--- src/design/krs_pkg.sv ---
// Shared types, codes and constants of the kernel regression smoother.
// No dependencies; imported by every module of the block.
`default_nettype none
package krs_pkg;

  localparam logic [1:0] MODE_CLEAR = 2'd0;
  localparam logic [1:0] MODE_LOAD  = 2'd1;
  localparam logic [1:0] MODE_QUERY = 2'd2;

  localparam logic [1:0] KSEL_BOX    = 2'd1;
  localparam logic [1:0] KSEL_NORMAL = 2'd2;

  localparam logic REG_KERNEL_SELECT = 1'b0;
  localparam logic REG_BANDWIDTH     = 1'b1;

  localparam logic [1:0]  KSEL_RESET      = 2'd1;
  localparam logic [30:0] BANDWIDTH_RESET = 31'd65536;
  localparam logic [16:0] WEIGHT_ONE      = 17'd65536;
  localparam logic [31:0] NORMAL_SCALE_Q32 = 32'd1591932205;

  typedef struct packed {
    logic [1:0]         mode;
    logic signed [31:0] point_x;
    logic signed [31:0] sample_y;
  } req_word_t;

  typedef struct packed {
    logic signed [31:0] estimate;
    logic               estimate_valid;
  } rsp_word_t;

  // Request from the sequencer to the shared divider.
  typedef struct packed {
    logic start;
    logic long_div;
  } div_req_t;

  typedef struct packed {
    logic busy;
    logic done;
  } div_rsp_t;

  // exp(-k) in Q0.32 for k = 0..7.
  function automatic logic [63:0] neg_exp_whole(input logic [63:0] k);
    logic [63:0] r;
    case (k[2:0])
      3'd0: r = 64'd4294967295;
      3'd1: r = 64'd1580030169;
      3'd2: r = 64'd581260615;
      3'd3: r = 64'd213833831;
      3'd4: r = 64'd78665071;
      3'd5: r = 64'd28939262;
      3'd6: r = 64'd10646158;
      default: r = 64'd3916503;
    endcase
    return r;
  endfunction

  // Weight table entry from its exponent t (Q32); used at elaboration only.
  function automatic logic [16:0] weight_entry(input logic [63:0] t, input logic first);
    logic [63:0] k;
    logic [63:0] f;
    logic [63:0] term;
    logic signed [64:0] sum;
    logic [63:0] e;
    k = t >> 32;
    f = t & 64'hFFFF_FFFF;
    term = 64'h1_0000_0000;
    sum = 65'sh1_0000_0000;
    e = 64'd0;
    if (k <= 64'd7) begin
      for (int n = 1; n <= 13; n++) begin
        term = ((term * f) >> 32) / 64'(n);
        if ((n & 1) != 0) sum = sum - $signed({1'b0, term});
        else sum = sum + $signed({1'b0, term});
      end
      if (sum < 0) sum = 65'sd0;
      if (sum > 65'sh0_FFFF_FFFF) sum = 65'sh0_FFFF_FFFF;
      e = (neg_exp_whole(k) * sum[63:0]) >> 32;
    end
    if (first) return WEIGHT_ONE;
    return 17'((e + 64'd32768) >> 16);
  endfunction

endpackage
`default_nettype wire

--- src/design/krs_divider.sv ---
// Shared restoring divider, one quotient bit per cycle.
// Depends on krs_pkg for the request and response structs.
`default_nettype none
module krs_divider #(
  parameter int NW = 64,
  parameter int DW = 33,
  parameter int SHORT_BITS = 9
) (
  input  wire logic                     clk,
  input  wire logic                     rst,
  input  wire krs_pkg::div_req_t        req,
  input  wire logic [NW-1:0]            numer,
  input  wire logic [DW-1:0]            denom,
  output krs_pkg::div_rsp_t             rsp,
  output logic [31:0]                   quot
);
  import krs_pkg::*;

  localparam int RW = (NW > DW + 32) ? NW : DW + 32;

  logic [RW-1:0] rem;
  logic [RW-1:0] dsh;
  logic [5:0]    cnt;
  logic          busy;
  logic          done;
  logic          fits;

  assign fits = rem >= dsh;
  assign rsp.busy = busy;
  assign rsp.done = done;

  always_ff @(posedge clk) begin
    if (rst) begin
      busy <= 1'b0;
      done <= 1'b0;
      cnt  <= '0;
    end else begin
      done <= 1'b0;
      if (req.start) begin
        busy <= 1'b1;
        rem  <= RW'(numer);
        quot <= '0;
        if (req.long_div) begin
          dsh <= RW'(denom) << 31;
          cnt <= 6'd32;
        end else begin
          dsh <= RW'(denom) << (SHORT_BITS - 1);
          cnt <= 6'(SHORT_BITS);
        end
      end else if (busy) begin
        if (fits) rem <= rem - dsh;
        quot <= {quot[30:0], fits};
        dsh  <= dsh >> 1;
        cnt  <= cnt - 6'd1;
        if (cnt == 6'd1) begin
          busy <= 1'b0;
          done <= 1'b1;
        end
      end
    end
  end

endmodule
`default_nettype wire

--- config.mk ---
export PLATFORM = sky130hd
export DESIGN_NAME = krs_divider
export DESIGN_NICKNAME = d
export VERILOG_FILES = /design/src/design/krs_pkg.sv /design/src/design/krs_divider.sv
export SDC_FILE = /design/constraint.sdc
export NUM_CORES = 1
export LEC_CHECK = 0
export ABC_CLOCK_PERIOD_IN_PS = 10400
export BUFFER_PORTS_ARGS = -buffer_cell sky130_fd_sc_hd__buf_2
export CAP_MARGIN = 5
export CELL_PAD_IN_SITES_DETAIL_PLACEMENT = 1
export CELL_PAD_IN_SITES_GLOBAL_PLACEMENT = 1
export CORE_UTILIZATION = 46
export DETAILED_ROUTE_END_ITERATION = 10
export GPL_TIMING_DRIVEN = 0
export PLACE_DENSITY_LB_ADDON = 0.12
export REMOVE_ABC_BUFFERS = 1
export SETUP_SLACK_MARGIN = 0.15
export SYNTH_ARGS = -nofsm -noshare
export SYNTH_HDL_FRONTEND = slang
export SYNTH_SLANG_ARGS = --single-unit
--- constraint.sdc ---
create_clock -name clk -period 10.4 [get_ports clk]
set_clock_uncertainty 0.1 [all_clocks]
set_input_delay 1.04 -clock clk [delete_from_list [all_inputs] [get_ports clk]]
set_output_delay 1.04 -clock clk [all_outputs]
set_load 0.005 [all_outputs]
==> reports/qor.csv, run 1 <==
metric,value,unit
status,"complete, no violations",
CP startpoint,dsh[41],
Max-Cap Viols,0,
post-synthesis cell area,0.0113,mm²
Area Overhead vs Synth,14.1,%
Tmin final,4120,ps
Initial Utilization,0.467,
drt initial violations,578,
Die Height,159,µm
final cycle utilization of the critical path,0.396,
GRT overflow,0,
routability congestion estimate,0.881,
CP Capture Type,flip-flop,
Row Count,57,
CTS Sinks,169,
global-route wire length before repair,54.6,mm
initial antenna violation count,0,
final setup fails,0,
clock buffer depth,2,
Fin. Hold Viols,0,
share of the synthesized area in the top cell type,0.427,
CTS root buf,clkbuf_16,
Nets,1515,
fmax,243,MHz
Hold Crit Start,cnt[1],
Post-synth top flop,edfxtp_1,
CTS tree,yes,
worst hold slack,441,ps
Syn Inst Count,1253,
Core Area,0.0242,mm²
final worst slack,6280,ps
antenna-violating nets left,0,
vias,9766,
Arrival @ worst endpoint,4150,ps
Post-CTS Setup Bufs,0,
Critical Setup Path Class,flip-flop to flip-flop,
CTS Hold Bufs,0,
critical-path maximum fanout,39,
I/O pin count,135,
Slew HR,0.290,
DRC viols,0,
final wirelength,33.8,mm
Tot GR Track Use,0.273,
post-layout util,0.533,
PortBufs,134,
largest net degree at the start of global routing,137,
CP Launch Type,flip-flop,
Hold Crit Class,flip-flop to flip-flop,
reg-to-reg startpoint,dsh[41],
TritonCTS Buffers,17,
distinct cell type count after synthesis,71,
CP Data Required Time,10430,ps
Post-synth EDFFs,161,
dpl ws,6080,ps
worst skew pair latency,460,ps
cell leakage power,5.25,nW
worst slew pin tran,1070,ps
post-synthesis register bit count,169,
Max VDD drop,0.103,mV
vias in the first global route,10300,
"Clk pin slew, worst setup/hold paths",80,ps
Mean Syn Cell Area,9.04,µm²
RSZ-0062 raised after global routing,no,
Cell Pwr Density,167,mW/mm²
share of cells above drive strength 1,0.137,
"area leader, netlist",edfxtp_1,
Die ar.,0.0253,mm²
async set-reset flop share out of synthesis,0,
yosys warns,0,
Via-to-Cell Ratio,5.80,
main area contributors after synthesis,"edfxtp_1 43%, ha_1 7.3%, nand2_1 5.7%",
DIE WIDTH,159,µm
ant diodes,0,
sequential element share of the synthesized area,0.441,
drt pass-1 iters,5,
DP HPWL,25.5,mm
drt wl/cell,20.1,µm
CTS resizes,0,
htree depth,4,
fin. max-slew vios,0,
## placed cells by master, fill, tap and decap left out, drive strengths merged, types with 10 or more instances in the layout
cell type  instances
and3              15
o21bai            17
edfxtp           161
nand3             25
nand2            172
inv               94
nor3              29
o21ai            127
xnor2             25
xor2              19
nor2b             37
buf              141
nand4             20
o21a              10
ha                66
nor2              78
a21o              28
mux2i             11
clkbuf            17
or3               10
a21oi            102
a211oi            14
clkinv            10
## per-layer routing
metal,global-route usage,vias up,share of wire
li1,-,4752,-
met1,0.353,4767,0.44
met2,0.485,208,0.51
met3,0.0300,39,0.032
met4,0.0734,0,0.017
met5,0,-,0
## where the power goes
part | leakage [nW] | internal, mW | switching (mW)
clock network | 0.295 | 0.328 | 0.338
registers | 1.61 | 0.827 | 0.0217
logic | 3.34 | 0.237 | 0.403
## through the flow
stage / area (µm²) / instances / TNS, ps / power (mW)
after floorplan: 11100 / 1187 / 0 / 1.29
after global placement: 12100 / 1645 / -287830 / 1.47
after detailed placement: 12300 / 1652 / 0 / 1.49
after CTS: 12900 / 1684 / 0 / 2.16
after global routing: 12900 / 1684 / 0 / 2.26
final: 12900 / 1684 / 0 / 2.15
## worst paths after layout
check,slack (ps),cells after the start,endpoint
worst max-delay path,6280,11,rem[20]
worst min-delay path,440,2,cnt[1]
worst max register to register,6280,11,rem[20]
worst min register to register,440,2,cnt[1]
## flip-flops by register name, summed over array words and instances, names as in the netlist
| name | flops |
|---|---|
| dsh | 64 |
| quot | 32 |
| rem | 65 |
| busy | 1 |
| cnt | 6 |
| done | 1 |
## cell usage after synthesis, types with 5 or more instances
master    instances
nand2_1         172
edfxtp_1        161
o21ai_0         105
a21oi_1         101
inv_1            89
nor2_1           78
ha_1             66
clkbuf_1         53
nor2b_1          37
a21o_1           28
nor3_1           28
nand3_1          25
xnor2_1          25
o21ai_1          21
nand4_1          20
xor2_1           19
o21bai_1         17
and3_1           15
a211oi_1         13
mux2i_1          11
o21a_1           10
or3_1            10
a31oi_1           9
nor4_1            9
o31ai_1           9
and2_1            8
dfxtp_1           8
and4_1            7
o211ai_1          7
a311oi_1          6
buf_1             5
nand2b_1          5
nor3b_1           5
nor4b_1           5
## cell type report
cell class | instances | area [µm²]
Inverter | 90 | 338
Timing Repair Buffer | 141 | 838
Tap cell | 324 | 405
Multi-Input combinational cell | 928 | 5740
Clock buffer | 17 | 425
Fill cell | 2884 | 11300
Sequential cell | 169 | 4990
Clock inverter | 15 | 193
## logic make-up after synthesis
group,synth area share
XOR/XNOR,0.0340
multiplexers,0.0117
adder cells (fa/ha/maj),0.0746
AO/OA/AOI/OAI,0.200
flip-flops,0.441
buffers and inverters,0.0541
AND/OR/NAND/NOR,0.184
## worst max-delay path, cell delays in order, from the launching register on
cell      delay (ps)
edfxtp_1         440
inv_1             70
ha_1             400
and2_1           290
and3_1           230
nand4_1          260
or4_1            630
o21ai_1          320
nor4_1           110
nor2_1           140
and3_4           490
buf_16           310
(Power assumes the default switching activity.)
==> run 2: changes to the inputs <==
ABC_CLOCK_PERIOD_IN_PS = 3300   (was 10400)
CORE_UTILIZATION = 41   (was 46)
clock period = 3.3 ns   (was 10.4 ns; I/O delays follow)
==> reports/qor.csv, run 2 (synthesized netlist as in run 1, its figures left out) <==
metric,value,unit,change
htree depth,4,,unchanged
multi-input logic area,0.00635,mm²,+11%
GRT met2 Usage,0.448,,-0.0364
largest net degree at the start of global routing,137,,unchanged
final wirelength,36.4,mm,+7.5%
Hold Crit Class,primary input to flip-flop,,
biggest regs,"rem (65), dsh (64), quot (32)",,
initial antenna violation count,0,,unchanged
Top Usage Layer GRT,met2,,
register name with the most flops,rem,,
CTS Sinks,169,,unchanged
"Non-Filler Cell Area, Final",0.0139,mm²,+7.5%
PortBufs,134,,unchanged
Row Count,60,,+5.3%
fillcell total,3105,,+7.7%
R2R depth,12,,+1
TritonCTS Buffers,17,,unchanged
share of cells above drive strength 1,0.223,,+0.0867
reg2reg setup slack,-90,ps,-6370 ps
met3 Use GR,0.0329,,+0.00295
DP HPWL,25.7,mm,+0.97%
failing checks,negative setup slack,,
routability congestion estimate,0.874,,-0.85%
CP Data Required Time,3400,ps,-7030 ps
worst stage delay on the critical path,500,ps,-130 ps
final worst slack,-89.0,ps,-6370 ps
CTS root buf,clkbuf_16,,
setup TNS,-2620,ps,-2620 ps
CP Capture Type,flip-flop,,
Slew HR,0.176,,-0.114
critical-path maximum fanout,10,,-74%
flip-flop and latch area,0.00499,mm²,unchanged
fmax,295,MHz,+21%
drt initial violations,622,,+7.6%
Critical Setup Path Class,flip-flop to flip-flop,,
Max-Cap Viols,0,,unchanged
worst slew pin tran,1240,ps,+172 ps
fin. max-slew vios,0,,unchanged
r2r endpoint,rem[29],,
reg-to-reg startpoint,dsh[36],,
RSZ-0062 raised after global routing,yes,,
global-route wire length before repair,56.3,mm,+3.1%
Fin. Hold Viols,0,,unchanged
Die ar.,0.0283,mm²,+12%
Arrival @ worst endpoint,3480,ps,-670 ps
ant diodes,0,,unchanged
most frequent cells in the layout,"172 x nand2_1, 161 x edfxtp_1, 133 x buf_2, 102 x o21ai_0, 85 x inv_1",,
CTS tree,yes,,
clock buffer depth,2,,unchanged
Core Area,0.0270,mm²,+11%
Tmin final,3390,ps,-727 ps
crit path cell chain,"inv_2, ha_4, a21o_1, or3_1, o21a_1, a211o_1, a21oi_4, o21ai_4, or4_4, and3_4, buf_12, buf_16",,
Nets,1547,,+2.1%
Area Overhead vs Synth,22.7,%,
cell leakage power,5.50,nW,+4.7%
I/O pin count,135,,unchanged
"Clk pin slew, worst setup/hold paths",80,ps,about the same
drt wl/cell,21.0,µm,+4.4%
met1 usage,0.331,,-0.0214
Area after DPL,0.0123,mm²,+0.11%
CP Launch Type,flip-flop,,
Via-to-Cell Ratio,5.78,,-0.40%
final cycle utilization of the critical path,1.03,,+0.631
drt pass-1 iters,7,,+2
DIE WIDTH,168,µm,+5.8%
slowest CP cell,or4_4,,
worst hold slack,64.0,ps,-377 ps
CP startpoint,dsh[36],,
max reg flops,65,,unchanged
vias in the first global route,10300,,-0.12%
crit path to,rem[29],,
status,finished with violations,,
antenna-violating nets left,0,,unchanged
GRT overflow,0,,unchanged
Die Height,168,µm,+5.8%
vias,10000,,+2.5%
Initial Utilization,0.419,,-0.0480
worst skew pair latency,450,ps,about the same
"most common cell after layout, fill and taps aside",nand2_1,,
Tot GR Track Use,0.258,,-0.0154
final setup fails,37,,+37
DRC viols,0,,unchanged
Max VDD drop,0.300,mV,+190%
Cell Pwr Density,513,mW/mm²,+210%
==> run 2: what timing repair did <==
action	4_1_cts	5_1_grt
setup buffers	12	14
pin swaps	12	19
hold buffers	0	0
gates cloned	5	1
endpoints found under the setup margin	93	96
gates resized for setup	50	82
endpoints found under the hold margin	0	0
==> run 2: metal layers <==
metal / share of wire / routed length, µm
met2: 0.50 / 18100
met5: 0 / 0
met1: 0.44 / 16100
met3: 0.034 / 1230
met4: 0.025 / 892
==> run 2: how the worst min path moves through the flow <==
stage          slack [ps]      start      end  cells after the start
2_1_floorplan         300        rst   cnt[0]                      1
3_3_place_gp          410     cnt[1]   cnt[1]                      2
3_5_place_dp          440     cnt[1]   cnt[1]                      2
4_1_cts                50  numer[49]  rem[49]                      3
5_1_grt                70  numer[10]  rem[10]                      3
6_report               60  numer[50]  rem[50]                      3
==> run 2: critical path, delay by kind of cell (launching register included) <==
kind            cells  cell delay, ps
buf+inv             3             410
fa+ha+maj           1             210
simple gates        3            1030
compound gates      5             970
flops               1             420
==> run 2: cell type report <==
| cell class | instances | share of cell area |
|---|---|---|
| Multi-Input combinational cell | 930 | 0.457 |
| Sequential cell | 169 | 0.359 |
| Timing Repair Buffer | 171 | 0.0844 |
| Tap cell | 341 | 0.0307 |
| Clock buffer | 17 | 0.0306 |
| Inverter | 90 | 0.0243 |
| Clock inverter | 15 | 0.0138 |
==> run 2: through the flow <==
| step | setup WS (ps) | power, mW | std cells | util |
|---|---|---|---|---|
| floorplan | -3850 | 4.08 | 1187 | - |
| finish | -89.0 | 7.14 | 1733 | 0.514 |
| detailed placement | -767 | 4.71 | 1669 | 0.456 |
| CTS | -133 | 6.98 | 1718 | 0.496 |
| global route | -162 | 7.51 | 1733 | 0.514 |
| global placement | -10410 | 4.67 | 1662 | 0.450 |
==> run 2: power breakdown <==
group,internal (mW),switching (mW),total (mW)
clock,1.04,1.06,2.10
combinational,0.940,1.42,2.36
sequential,2.61,0.0779,2.69
total,4.58,2.55,7.14
